==> src/design/pdcc_pkg.sv <==
// ----------------------------------------------------------------------------
// pdcc_pkg
// Shared constants, types and helpers for the packet deframer and checksum
// check: byte classes passed from the parser front to the execution back.
// ----------------------------------------------------------------------------
package pdcc_pkg;

    localparam int HEADER_BYTES  = 8;
    localparam int PAYLOAD_BYTES = 512;
    localparam int CHECKED_WORDS = 32;
    localparam int POS_W         = 10;
    localparam int LAST_POS      = HEADER_BYTES + PAYLOAD_BYTES - 1;

    localparam int QUEUE_DEPTH   = 4;
    localparam int QPTR_W        = $clog2(QUEUE_DEPTH);
    localparam int QCNT_W        = $clog2(QUEUE_DEPTH + 1);

    typedef enum logic [3:0] {
        OP_CSUM_HI,
        OP_CSUM_LO,
        OP_LEN_HI,
        OP_LEN_LO,
        OP_SEQ_B3,
        OP_SEQ_B2,
        OP_SEQ_B1,
        OP_SEQ_B0,
        OP_PAY_LO,
        OP_PAY_HI_SUM,
        OP_PAY_HI
    } t_op;

    typedef struct packed {
        t_op        op;
        logic       last;
        logic [7:0] data;
    } t_item;

    // 16-bit add with end-around carry
    function automatic logic [15:0] add_carry(input logic [15:0] a, input logic [15:0] b);
        logic [16:0] s;
        s = {1'b0, a} + {1'b0, b};
        return s[15:0] + {15'd0, s[16]};
    endfunction

endpackage

==> src/design/packet_deframer_checksum_check.sv <==
// ----------------------------------------------------------------------------
// packet_deframer_checksum_check
// Parses fixed-size packets byte by byte: big-endian checksum, length and
// sequence header, payload pass-through and an end-around-carry sum check.
//
//   channel   direction  handshake     beat
//   input     in         push / full   i_rx_byte, i_first_byte
//   result    out        pop / empty   payload, done, checksum_ok, header fields
//
// One result per input beat; one beat per cycle sustained while results are
// popped. The result passes the queue, then the output register, to the ports.
// A four-beat queue parts the position counter from the sum unit; full rises
// only when the result side has stalled long enough to fill it.
// Synchronous reset clears position, sum and header fields, empties the queue
// and clears the output valid flag; the output data register is not reset.
// ----------------------------------------------------------------------------
module packet_deframer_checksum_check (
    input  logic        i_clk,
    input  logic        i_rst_n,
    input  logic        push,
    output logic        full,
    input  logic [7:0]  i_rx_byte,
    input  logic        i_first_byte,
    output logic        empty,
    input  logic        pop,
    output logic        o_payload_valid,
    output logic [7:0]  o_payload_byte,
    output logic        o_packet_done,
    output logic        o_checksum_ok,
    output logic [15:0] o_packet_length,
    output logic [31:0] o_sequence_number
);
    import pdcc_pkg::*;

    t_item front_item;
    t_item queue_item;
    logic  accept;
    logic  queue_valid;
    logic  back_take;

    assign accept = push && !full;

    pdcc_front u_front (
        .i_clk       (i_clk),
        .i_rst_n     (i_rst_n),
        .i_accept    (accept),
        .i_rx_byte   (i_rx_byte),
        .i_first_byte(i_first_byte),
        .o_item      (front_item)
    );

    pdcc_queue u_queue (
        .i_clk     (i_clk),
        .i_rst_n   (i_rst_n),
        .i_wr_en   (accept),
        .i_wr_item (front_item),
        .o_full    (full),
        .i_rd_en   (back_take),
        .o_rd_valid(queue_valid),
        .o_rd_item (queue_item)
    );

    pdcc_back u_back (
        .i_clk            (i_clk),
        .i_rst_n          (i_rst_n),
        .i_valid          (queue_valid),
        .i_item           (queue_item),
        .o_take           (back_take),
        .o_empty          (empty),
        .i_pop            (pop),
        .o_payload_valid  (o_payload_valid),
        .o_payload_byte   (o_payload_byte),
        .o_packet_done    (o_packet_done),
        .o_checksum_ok    (o_checksum_ok),
        .o_packet_length  (o_packet_length),
        .o_sequence_number(o_sequence_number)
    );

endmodule

==> src/design/pdcc_front.sv <==
// ----------------------------------------------------------------------------
// pdcc_front
// Tracks the byte position within the packet and tags each incoming beat with
// its class (header field byte, payload low or high byte) and a last flag.
// ----------------------------------------------------------------------------
module pdcc_front (
    input  logic           i_clk,
    input  logic           i_rst_n,
    input  logic           i_accept,
    input  logic [7:0]     i_rx_byte,
    input  logic           i_first_byte,
    output pdcc_pkg::t_item o_item
);
    import pdcc_pkg::*;

    logic [POS_W-1:0] r_pos;
    logic [POS_W-1:0] n_pos;
    logic [POS_W-1:0] pos;
    logic [POS_W-1:0] q;
    logic             last;
    t_op              op;

    always_comb begin
        pos  = i_first_byte ? '0 : r_pos;
        q    = pos - POS_W'(HEADER_BYTES);
        last = (pos >= POS_W'(LAST_POS));
        case (pos)
            POS_W'(0): op = OP_CSUM_HI;
            POS_W'(1): op = OP_CSUM_LO;
            POS_W'(2): op = OP_LEN_HI;
            POS_W'(3): op = OP_LEN_LO;
            POS_W'(4): op = OP_SEQ_B3;
            POS_W'(5): op = OP_SEQ_B2;
            POS_W'(6): op = OP_SEQ_B1;
            POS_W'(7): op = OP_SEQ_B0;
            default: begin
                if (!q[0]) begin
                    op = OP_PAY_LO;
                end else if ({1'b0, q[POS_W-1:1]} < POS_W'(CHECKED_WORDS)) begin
                    op = OP_PAY_HI_SUM;
                end else begin
                    op = OP_PAY_HI;
                end
            end
        endcase
        n_pos = last ? '0 : pos + POS_W'(1);
    end

    always_ff @(posedge i_clk) begin
        if (!i_rst_n) begin
            r_pos <= '0;
        end else if (i_accept) begin
            r_pos <= n_pos;
        end
    end

    assign o_item = '{op: op, last: last, data: i_rx_byte};

endmodule

==> src/design/pdcc_queue.sv <==
// ----------------------------------------------------------------------------
// pdcc_queue
// Short first-in first-out queue of classified beats between the front and
// the back, so that each side can stall on its own.
// ----------------------------------------------------------------------------
module pdcc_queue (
    input  logic            i_clk,
    input  logic            i_rst_n,
    input  logic            i_wr_en,
    input  pdcc_pkg::t_item i_wr_item,
    output logic            o_full,
    input  logic            i_rd_en,
    output logic            o_rd_valid,
    output pdcc_pkg::t_item o_rd_item
);
    import pdcc_pkg::*;

    t_item             r_mem [QUEUE_DEPTH];
    logic [QPTR_W-1:0] r_wr_ptr;
    logic [QPTR_W-1:0] r_rd_ptr;
    logic [QCNT_W-1:0] r_count;
    logic              wr;
    logic              rd;

    assign o_full     = (r_count == QCNT_W'(QUEUE_DEPTH));
    assign o_rd_valid = (r_count != '0);
    assign o_rd_item  = r_mem[r_rd_ptr];
    assign wr         = i_wr_en && !o_full;
    assign rd         = i_rd_en && o_rd_valid;

    always_ff @(posedge i_clk) begin
        if (wr) begin
            r_mem[r_wr_ptr] <= i_wr_item;
        end
    end

    always_ff @(posedge i_clk) begin
        if (!i_rst_n) begin
            r_wr_ptr <= '0;
            r_rd_ptr <= '0;
            r_count  <= '0;
        end else begin
            if (wr) begin
                r_wr_ptr <= r_wr_ptr + QPTR_W'(1);
            end
            if (rd) begin
                r_rd_ptr <= r_rd_ptr + QPTR_W'(1);
            end
            case ({wr, rd})
                2'b10:   r_count <= r_count + QCNT_W'(1);
                2'b01:   r_count <= r_count - QCNT_W'(1);
                default: r_count <= r_count;
            endcase
        end
    end

endmodule

==> src/design/pdcc_back.sv <==
// ----------------------------------------------------------------------------
// pdcc_back
// Carries out classified beats: captures header fields, keeps the running
// end-around-carry sum and holds one result in an output register.
// ----------------------------------------------------------------------------
module pdcc_back (
    input  logic            i_clk,
    input  logic            i_rst_n,
    input  logic            i_valid,
    input  pdcc_pkg::t_item i_item,
    output logic            o_take,
    output logic            o_empty,
    input  logic            i_pop,
    output logic            o_payload_valid,
    output logic [7:0]      o_payload_byte,
    output logic            o_packet_done,
    output logic            o_checksum_ok,
    output logic [15:0]     o_packet_length,
    output logic [31:0]     o_sequence_number
);
    import pdcc_pkg::*;

    logic [15:0] r_sum, n_sum;
    logic [15:0] r_csum, n_csum;
    logic [15:0] r_len, n_len;
    logic [31:0] r_seq, n_seq;
    logic [7:0]  r_held, n_held;
    logic        n_pv;

    logic        r_out_valid;
    logic        r_out_pv;
    logic [7:0]  r_out_byte;
    logic        r_out_done;
    logic        r_out_ok;
    logic [15:0] r_out_len;
    logic [31:0] r_out_seq;

    logic [7:0]  b;

    assign o_take = i_valid && (!r_out_valid || i_pop);
    assign b      = i_item.data;

    always_comb begin
        n_sum  = r_sum;
        n_csum = r_csum;
        n_len  = r_len;
        n_seq  = r_seq;
        n_held = r_held;
        n_pv   = 1'b0;
        case (i_item.op)
            OP_CSUM_HI: begin
                n_csum = {b, 8'd0};
                n_sum  = '0;
            end
            OP_CSUM_LO: n_csum = {r_csum[15:8], b};
            OP_LEN_HI:  n_len  = {b, 8'd0};
            OP_LEN_LO: begin
                n_len = {r_len[15:8], b};
                n_sum = add_carry(r_sum, {r_len[15:8], b});
            end
            OP_SEQ_B3:  n_seq  = {b, 24'd0};
            OP_SEQ_B2: begin
                n_seq = {r_seq[31:24], b, 16'd0};
                n_sum = add_carry(r_sum, {r_seq[31:24], b});
            end
            OP_SEQ_B1:  n_seq  = {r_seq[31:16], b, 8'd0};
            OP_SEQ_B0: begin
                n_seq = {r_seq[31:8], b};
                n_sum = add_carry(r_sum, {r_seq[15:8], b});
            end
            OP_PAY_LO: begin
                n_held = b;
                n_pv   = 1'b1;
            end
            OP_PAY_HI_SUM: begin
                n_sum = add_carry(r_sum, {b, r_held});
                n_pv  = 1'b1;
            end
            OP_PAY_HI:  n_pv   = 1'b1;
            default:    n_pv   = 1'b0;
        endcase
    end

    always_ff @(posedge i_clk) begin
        if (!i_rst_n) begin
            r_sum       <= '0;
            r_csum      <= '0;
            r_len       <= '0;
            r_seq       <= '0;
            r_held      <= '0;
            r_out_valid <= 1'b0;
        end else begin
            if (o_take) begin
                r_sum       <= n_sum;
                r_csum      <= n_csum;
                r_len       <= n_len;
                r_seq       <= n_seq;
                r_held      <= n_held;
                r_out_valid <= 1'b1;
            end else if (i_pop) begin
                r_out_valid <= 1'b0;
            end
        end
    end

    always_ff @(posedge i_clk) begin
        if (o_take) begin
            r_out_pv   <= n_pv;
            r_out_byte <= n_pv ? b : 8'd0;
            r_out_done <= i_item.last;
            r_out_ok   <= i_item.last && (n_sum == n_csum);
            r_out_len  <= i_item.last ? n_len : 16'd0;
            r_out_seq  <= i_item.last ? n_seq : 32'd0;
        end
    end

    assign o_empty           = !r_out_valid;
    assign o_payload_valid   = r_out_pv;
    assign o_payload_byte    = r_out_byte;
    assign o_packet_done     = r_out_done;
    assign o_checksum_ok     = r_out_ok;
    assign o_packet_length   = r_out_len;
    assign o_sequence_number = r_out_seq;

`ifndef NO_ASSERTIONS
    // the last beat of a packet always lies in the payload
    a_done_is_payload: assert property (@(posedge i_clk) disable iff (!i_rst_n)
        r_out_valid && r_out_done |-> r_out_pv)
        else $error("packet end outside payload");

    // header fields report zero away from the packet end
    a_fields_zero: assert property (@(posedge i_clk) disable iff (!i_rst_n)
        r_out_valid && !r_out_done |-> !r_out_ok && r_out_len == '0 && r_out_seq == '0)
        else $error("header fields reported before packet end");

    // a first header byte restarts the running sum
    a_sum_restart: assert property (@(posedge i_clk) disable iff (!i_rst_n)
        o_take && i_item.op == OP_CSUM_HI |=> r_sum == '0)
        else $error("sum not cleared at packet start");
`endif

endmodule

==> config.mk <==
export PLATFORM = sky130hd
export DESIGN_NAME = packet_deframer_checksum_check
export DESIGN_NICKNAME = d
export VERILOG_FILES = /design/src/design/pdcc_pkg.sv /design/src/design/packet_deframer_checksum_check.sv /design/src/design/pdcc_front.sv /design/src/design/pdcc_queue.sv /design/src/design/pdcc_back.sv
export SDC_FILE = /design/constraint.sdc
export NUM_CORES = 1
export LEC_CHECK = 0
export ABC_AREA = 1
export BUFFER_PORTS_ARGS = -buffer_cell sky130_fd_sc_hd__buf_2
export CAP_MARGIN = 0
export CORE_ASPECT_RATIO = 1.25
export CORE_MARGIN = 2
export CORE_UTILIZATION = 40
export DETAILED_ROUTE_END_ITERATION = 8
export GPL_TIMING_DRIVEN = 0
export SLEW_MARGIN = 20
export SYNTH_ARGS = -nofsm -noshare
export SYNTH_HDL_FRONTEND = slang
export SYNTH_SLANG_ARGS = --single-unit
==> constraint.sdc <==
create_clock -name i_clk -period 4.4 [get_ports i_clk]
set_clock_uncertainty 0.15 [all_clocks]
set_input_delay 0.88 -clock i_clk [delete_from_list [all_inputs] [get_ports i_clk]]
set_output_delay 0.88 -clock i_clk [all_outputs]
set_load 0.05 [all_outputs]
### Yosys cells after proc, flatten, opt, wreduce, memory -nomap -nowiden

Memories as Yosys holds them, arrays and structs flattened. A register that Yosys moved wholly into a read port is not among the register bits.
Cells that the tools add are included.

| word-level totals | value |
|---|---|
| memories | 1 |
| bits in writable memories | 52 |
| flip-flop bits (word level) | 165 |
| logic and storage cells | 86 |
| bits of input ports | 13 |
| output and inout bits | 61 |

Memory list:

| memory | words | width | rd ports | clocked after Yosys merged registers in | write ports | RTL line | source |
|---|---|---|---|---|---|---|---|
| u_queue.r_mem | 4 | 13 | 1 | 1 | 1 | pdcc_queue.sv:18 | `t_item r_mem [QUEUE_DEPTH];` |

| cells by class | value |
|---|---|
| add/sub/neg operators | 14 |
| multiplexer cells | 17 |
| eq/ne operators | 21 |
| $lt $le $gt $ge | 2 |
| reduce and logical (&&, ||, !) cells | 15 |

Operators by type and width:

| operator | count |
|---|---|
| 32-bit case mux with 4 select lines | 1 |
| 16-bit case mux with 5 select lines | 1 |
| 16-bit by 16-bit adder with 17-bit output | 4 |
| 16-bit by 1-bit adder with 16-bit output | 4 |
| 16-bit case mux with 2 select lines | 2 |
| 10-bit by 3-bit equality test with 1-bit output (second input constant) | 4 |
| 4-bit case mux with 8 select lines | 1 |
| 10-bit by 2-bit equality test with 1-bit output (second input constant) | 2 |
| 10-bit two-way mux | 2 |
| 16-bit equality test | 1 |
| 4-bit by 3-bit equality test with 1-bit output (second input constant) | 4 |
| 4-bit equality test (second input constant) | 3 |
| 10-bit by 1-bit adder with 10-bit output (second input constant) | 1 |
| 10-bit by 1-bit equality test with 1-bit output (second input constant) | 1 |
| 10-bit >= comparator (second input constant) | 1 |
| 10-bit zero test | 1 |
| 10-bit by 4-bit subtractor with 10-bit output (second input constant) | 1 |
| 9-bit by 6-bit < comparator with 1-bit output (second input constant) | 1 |
| 4-bit by 2-bit equality test with 1-bit output (second input constant) | 2 |
| 2-bit two-way mux | 3 |
| 3-bit case mux with 2 select lines | 1 |
| 1-bit logical AND | 5 |
| 1-bit two-way mux | 5 |
| 2-bit by 1-bit adder with 2-bit output (second input constant) | 2 |
| 14 further kinds | 16 |

### Longest topological paths before layout

| logic depth | value |
|---|---|
| depth after elaboration | 6 |
| gate-level depth with buffers | 36 |
| depth with buffers taken out | 34 |

### Hierarchy

A second synthesis with hierarchy kept.

| unflattened totals | value |
|---|---|
| cells, all modules | 2248 |
| area total of the unflattened synthesis | 15102.0 um^2 |

Modules (own cells, without submodules):

| module | instances | area each (um^2) | cells an instance | sequential area each (um^2) |
|---|---|---|---|---|
| pdcc_back | 1 | 11733.8 | 1904 | 3553.4 |
| pdcc_queue | 1 | 2456.1 | 195 | 1741.7 |
| pdcc_front | 1 | 902.1 | 147 | 200.2 |
| packet_deframer_checksum_check | 1 | 10.0 | 2 | 0.0 |

### Worst setup path before layout

Ideal clock, no wire load.

| timing | value |
|---|---|
| kind | input -> register |
| start | input port pop |
| end | register u_queue.r_count[2] |
| data required time | 4128 ps |
| stages on the path | 10 |
| slack | -356 ps |
| data arrival time | 4484 ps |
| buffers on the path | 1 |
| cell sequence | nor2_1 a31oi_1 clkbuf_1 ha_1 inv_1 fa_1 a21oi_1 o21ai_0 o21ai_0 a21oi_1 |

| between the ends | value |
|---|---|
| longest elaborated chain between the ends | 5 |

RTL lines:

| item | RTL line | source |
|---|---|---|
| start: declaration | packet_deframer_checksum_check.sv:25 | `input logic pop,` |
| 1-bit logical OR * | pdcc_back.sv:40 | `assign o_take = i_valid && (!r_out_valid \|\| i_pop);` |
| 1-bit logical AND * | pdcc_back.sv:40 |  |
| via back_take | packet_deframer_checksum_check.sv:39 | `logic back_take;` |
| 1-bit logical AND * | pdcc_queue.sv:29 | `assign rd = i_rd_en && o_rd_valid;` |
| 2-bit by 1-bit equality test with 1-bit output or 2-bit equality test (tied branches) | pdcc_queue.sv:49 | `case ({wr, rd})` |
| 3-bit case mux with 2 select lines or 2-bit nonzero test (tied branches) | n/a |  |
| end signal: assignment | pdcc_queue.sv:50 | `2'b10: r_count <= r_count + QCNT_W'(1);` |
| end signal: assignment | pdcc_queue.sv:51 | `2'b01: r_count <= r_count - QCNT_W'(1);` |
| end signal: assignment | pdcc_queue.sv:52 | `default: r_count <= r_count;` |
| end: declaration | pdcc_queue.sv:21 | `logic [QCNT_W-1:0] r_count;` |

The timed path passes the listed nets; every way through them passes the cells marked *.
A chain may end at the register's enable or synchronous reset.

==> run summary <==
Worst path max stage delay: 350 ps
commonest non-fill, non-tap cell in the layout: nand2_1
Mapped Area: 0.01484 mm²
clock latency on the worst-skew pair: 510 ps
drt wl/cell: 17.54 µm
slowest CP cell: dfxtp_4
Post-Syn Instances: 2,170
Worst Hold Class: reg2reg
Clock Path Buffers: 3
Critical Path Most Common Cell: nand2_1
CTS Root Cell: clkbuf_16
sequential share of the synthesized area: 37.02%
Peak Freq: 210.6 MHz
CTS Sinks: 219
CTS tree: done
Clock transition at path regs: 60 ps
CP endpoint kind: register
fin. max-slew vios: 0
worst-case reg-to-reg path depth: 34
initial core utilization: 40.78%
vias per std cell: 5.284
Die Ht: 219.4 µm
final setup TNS: -395.1 ps
Placer Congestion: 0.9408
Fin. Hold Viols: 0
status: complete, but fails checks
P&R area growth vs syn: 22.08%
Overflow after GRT: 0
reg2reg end: u_back.o_checksum_ok$_DFFE_PP_
Arrival @ worst endpoint: 4860 ps
max-capacitance violation count: 0
Synth Net Count: 2,252
drt pass-1 iters: 6
Ant. Diodes: 0
total CTS buffers: 23
ANT nets after route: 0
port bufs: 72
Die ar.: 0.03868 mm²
worst rel slew slack: 26.39%
initial antenna violation count: 0
DR iter-0 viols: 1,164
Final Cycle Share: 107.9%
first-pass GRT wire length: 75,700 µm
RSZ-0062 raised after global routing: true
hold depth: 2
Total GRT Usage: 25.29%
Slew @ Worst Pin: 1099 ps
largest area contributor in the netlist: edfxtp_1
layout cell share with drive strength beyond 1: 19.18%
predominant post-synthesis flop cell: edfxtp_1
EDFF count, synth: 111
worst setup margin: -348.0 ps
# setup viols final: 3
critical path startpoint category: register
row cnt: 78
vias post-DR: 14,960
Synth Register Bits: 219
asr flop ratio synth: 0%
DRC viols: 0
Final Routed Wirelength: 49,640 µm
cts hold-fix bufs: 0
min cycle time layout: 4748 ps
CP Class: reg2reg
Hold Path End: u_front.r_pos[2]$_SDFFE_PN0P_
most frequent cells in the layout: 529 x nand2_1, 324 x inv_1, 175 x nor2_1, 171 x nand3_1, 139 x a21oi_1
largest net degree at the start of global routing: 52
die width: 176.3 µm
Cell variety after synth: 47
area fraction of the dominant cell type after synthesis: 22.45%
Ys Warns: 0
Final nets: 2,417
worst-path fanout max: 9
Critical Path RT: 4510 ps
r2r setup slk: -350 ps
core area: 0.03640 mm²
hold path start: u_front.r_pos[2]$_SDFFE_PN0P_
failing checks: setup timing
Area contributors post-synth: edfxtp_1 22%, nand2_1 15%, dfxtp_1 15%, inv_1 8.5%, nand3_1 6.6%
Avg Synthesized Cell Area: 6.841 µm²
vias in the first global route: 13,950
DP Wirelength: 37,130 µm
H-tree Lvls: 1
I/O pin count: 74
==> per-layer routing <==
| metal | vias to the layer above | global-route usage, % | wire length, µm |
|---|---|---|---|
| met5 | - | 0 | 0 |
| met4 | 0 | 14.93 | 3351 |
| met3 | 143 | 3.274 | 2771 |
| met2 | 475 | 44.14 | 24050 |
| met1 | 6942 | 29.62 | 19470 |
| li1 | 7398 | - | - |
==> worst max path at each step <==
| stage | start | to | depth (start not counted) |
|---|---|---|---|
| floorplan | register | u_back.o_checksum_ok$_DFFE_PP_ | 31 |
| global placement | register | u_back.o_checksum_ok$_DFFE_PP_ | 31 |
| detailed placement | register | u_back.o_checksum_ok$_DFFE_PP_ | 31 |
| CTS | register | u_back.o_checksum_ok$_DFFE_PP_ | 34 |
| global route | register | u_back.o_checksum_ok$_DFFE_PP_ | 34 |
| finish | register | u_back.o_checksum_ok$_DFFE_PP_ | 34 |
==> what timing repair did <==
item                                    in CTS  in global routing
pin swaps                                   64                 87
endpoints found under the setup margin      17                 10
endpoints found under the hold margin        0                  0
resized for setup                          174                 89
setup buffers                               42                 22
cloned                                       1                  1
==> state kept, by name, indices dropped and copies added (netlist names), 10 cells and up, named ones only <==
| register | count |
|---|---|
| u_back.o_packet_length | 16 |
| u_back.o_sequence_number | 32 |
| u_back.r_csum | 16 |
| u_back.r_len | 16 |
| u_back.r_seq | 32 |
| u_back.r_sum | 16 |
| u_front.r_pos | 10 |
| u_queue.r_mem | 52 |
==> synthesized netlist by cell type, types with 9 or more instances <==
master	number
a21oi_1	153
buf_2	14
clkbuf_1	40
dfxtp_1	108
edfxtp_1	111
ha_1	66
inv_1	337
inv_2	11
nand2_1	582
nand2_2	19
nand3_1	196
nand3b_1	14
nand4_1	11
nor2_1	212
nor2_2	13
nor2_4	9
nor3_1	10
o211ai_1	18
o21ai_0	114
o21bai_1	12
o22ai_1	32
or2_2	9
==> cell type report <==
type	count	area, µm²
plain buffers	57	316.6
clock inverters	13	111.4
repair buffers	144	991.0
flip-flops and latches	219	5503
clock buffers	28	594.3
fillers	3615	18280
inverters	351	1348
well taps	480	600.6
multi-input cells	1539	8658
==> cell families after synthesis <==
group / Yosys count / share of synthesized area [%]
AND/OR/NAND/NOR: 1094 / 31.74
buffers and inverters: 412 / 10.79
AO/OA/AOI/OAI: 356 / 13.23
flip-flops: 219 / 37.02
adder cells (fa/ha/maj): 69 / 5.968
XOR/XNOR: 12 / 0.7080
multiplexers: 8 / 0.5395
==> through the flow <==
step | cell area [µm²] | setup WS [ps] | hold WS [ps] | utilization (%) | instances
2_1_floorplan | 14850 | 130.6 | 295.3 | - | 2170
3_3_place_gp | 15810 | -2061 | 301.8 | 43.42 | 2722
3_5_place_dp | 15890 | -2111 | 306.2 | 43.65 | 2729
4_1_cts | 17610 | -308.4 | 316.2 | 48.38 | 2809
5_1_grt | 18120 | -554.0 | 346.9 | 49.78 | 2831
6_report | 18120 | -348.0 | 317.8 | 49.78 | 2831
==> worst max-delay path: cells and delay by family, from the launching register on <==
family	cells	cell delay (ps)
compound gates	4	470
buf+inv	8	1020
flops	1	350
fa+ha+maj	2	540
simple gates	20	1960
Power is not shown: default switching activity piles up to over one toggle a cycle in this logic, so the estimate is an artifact.
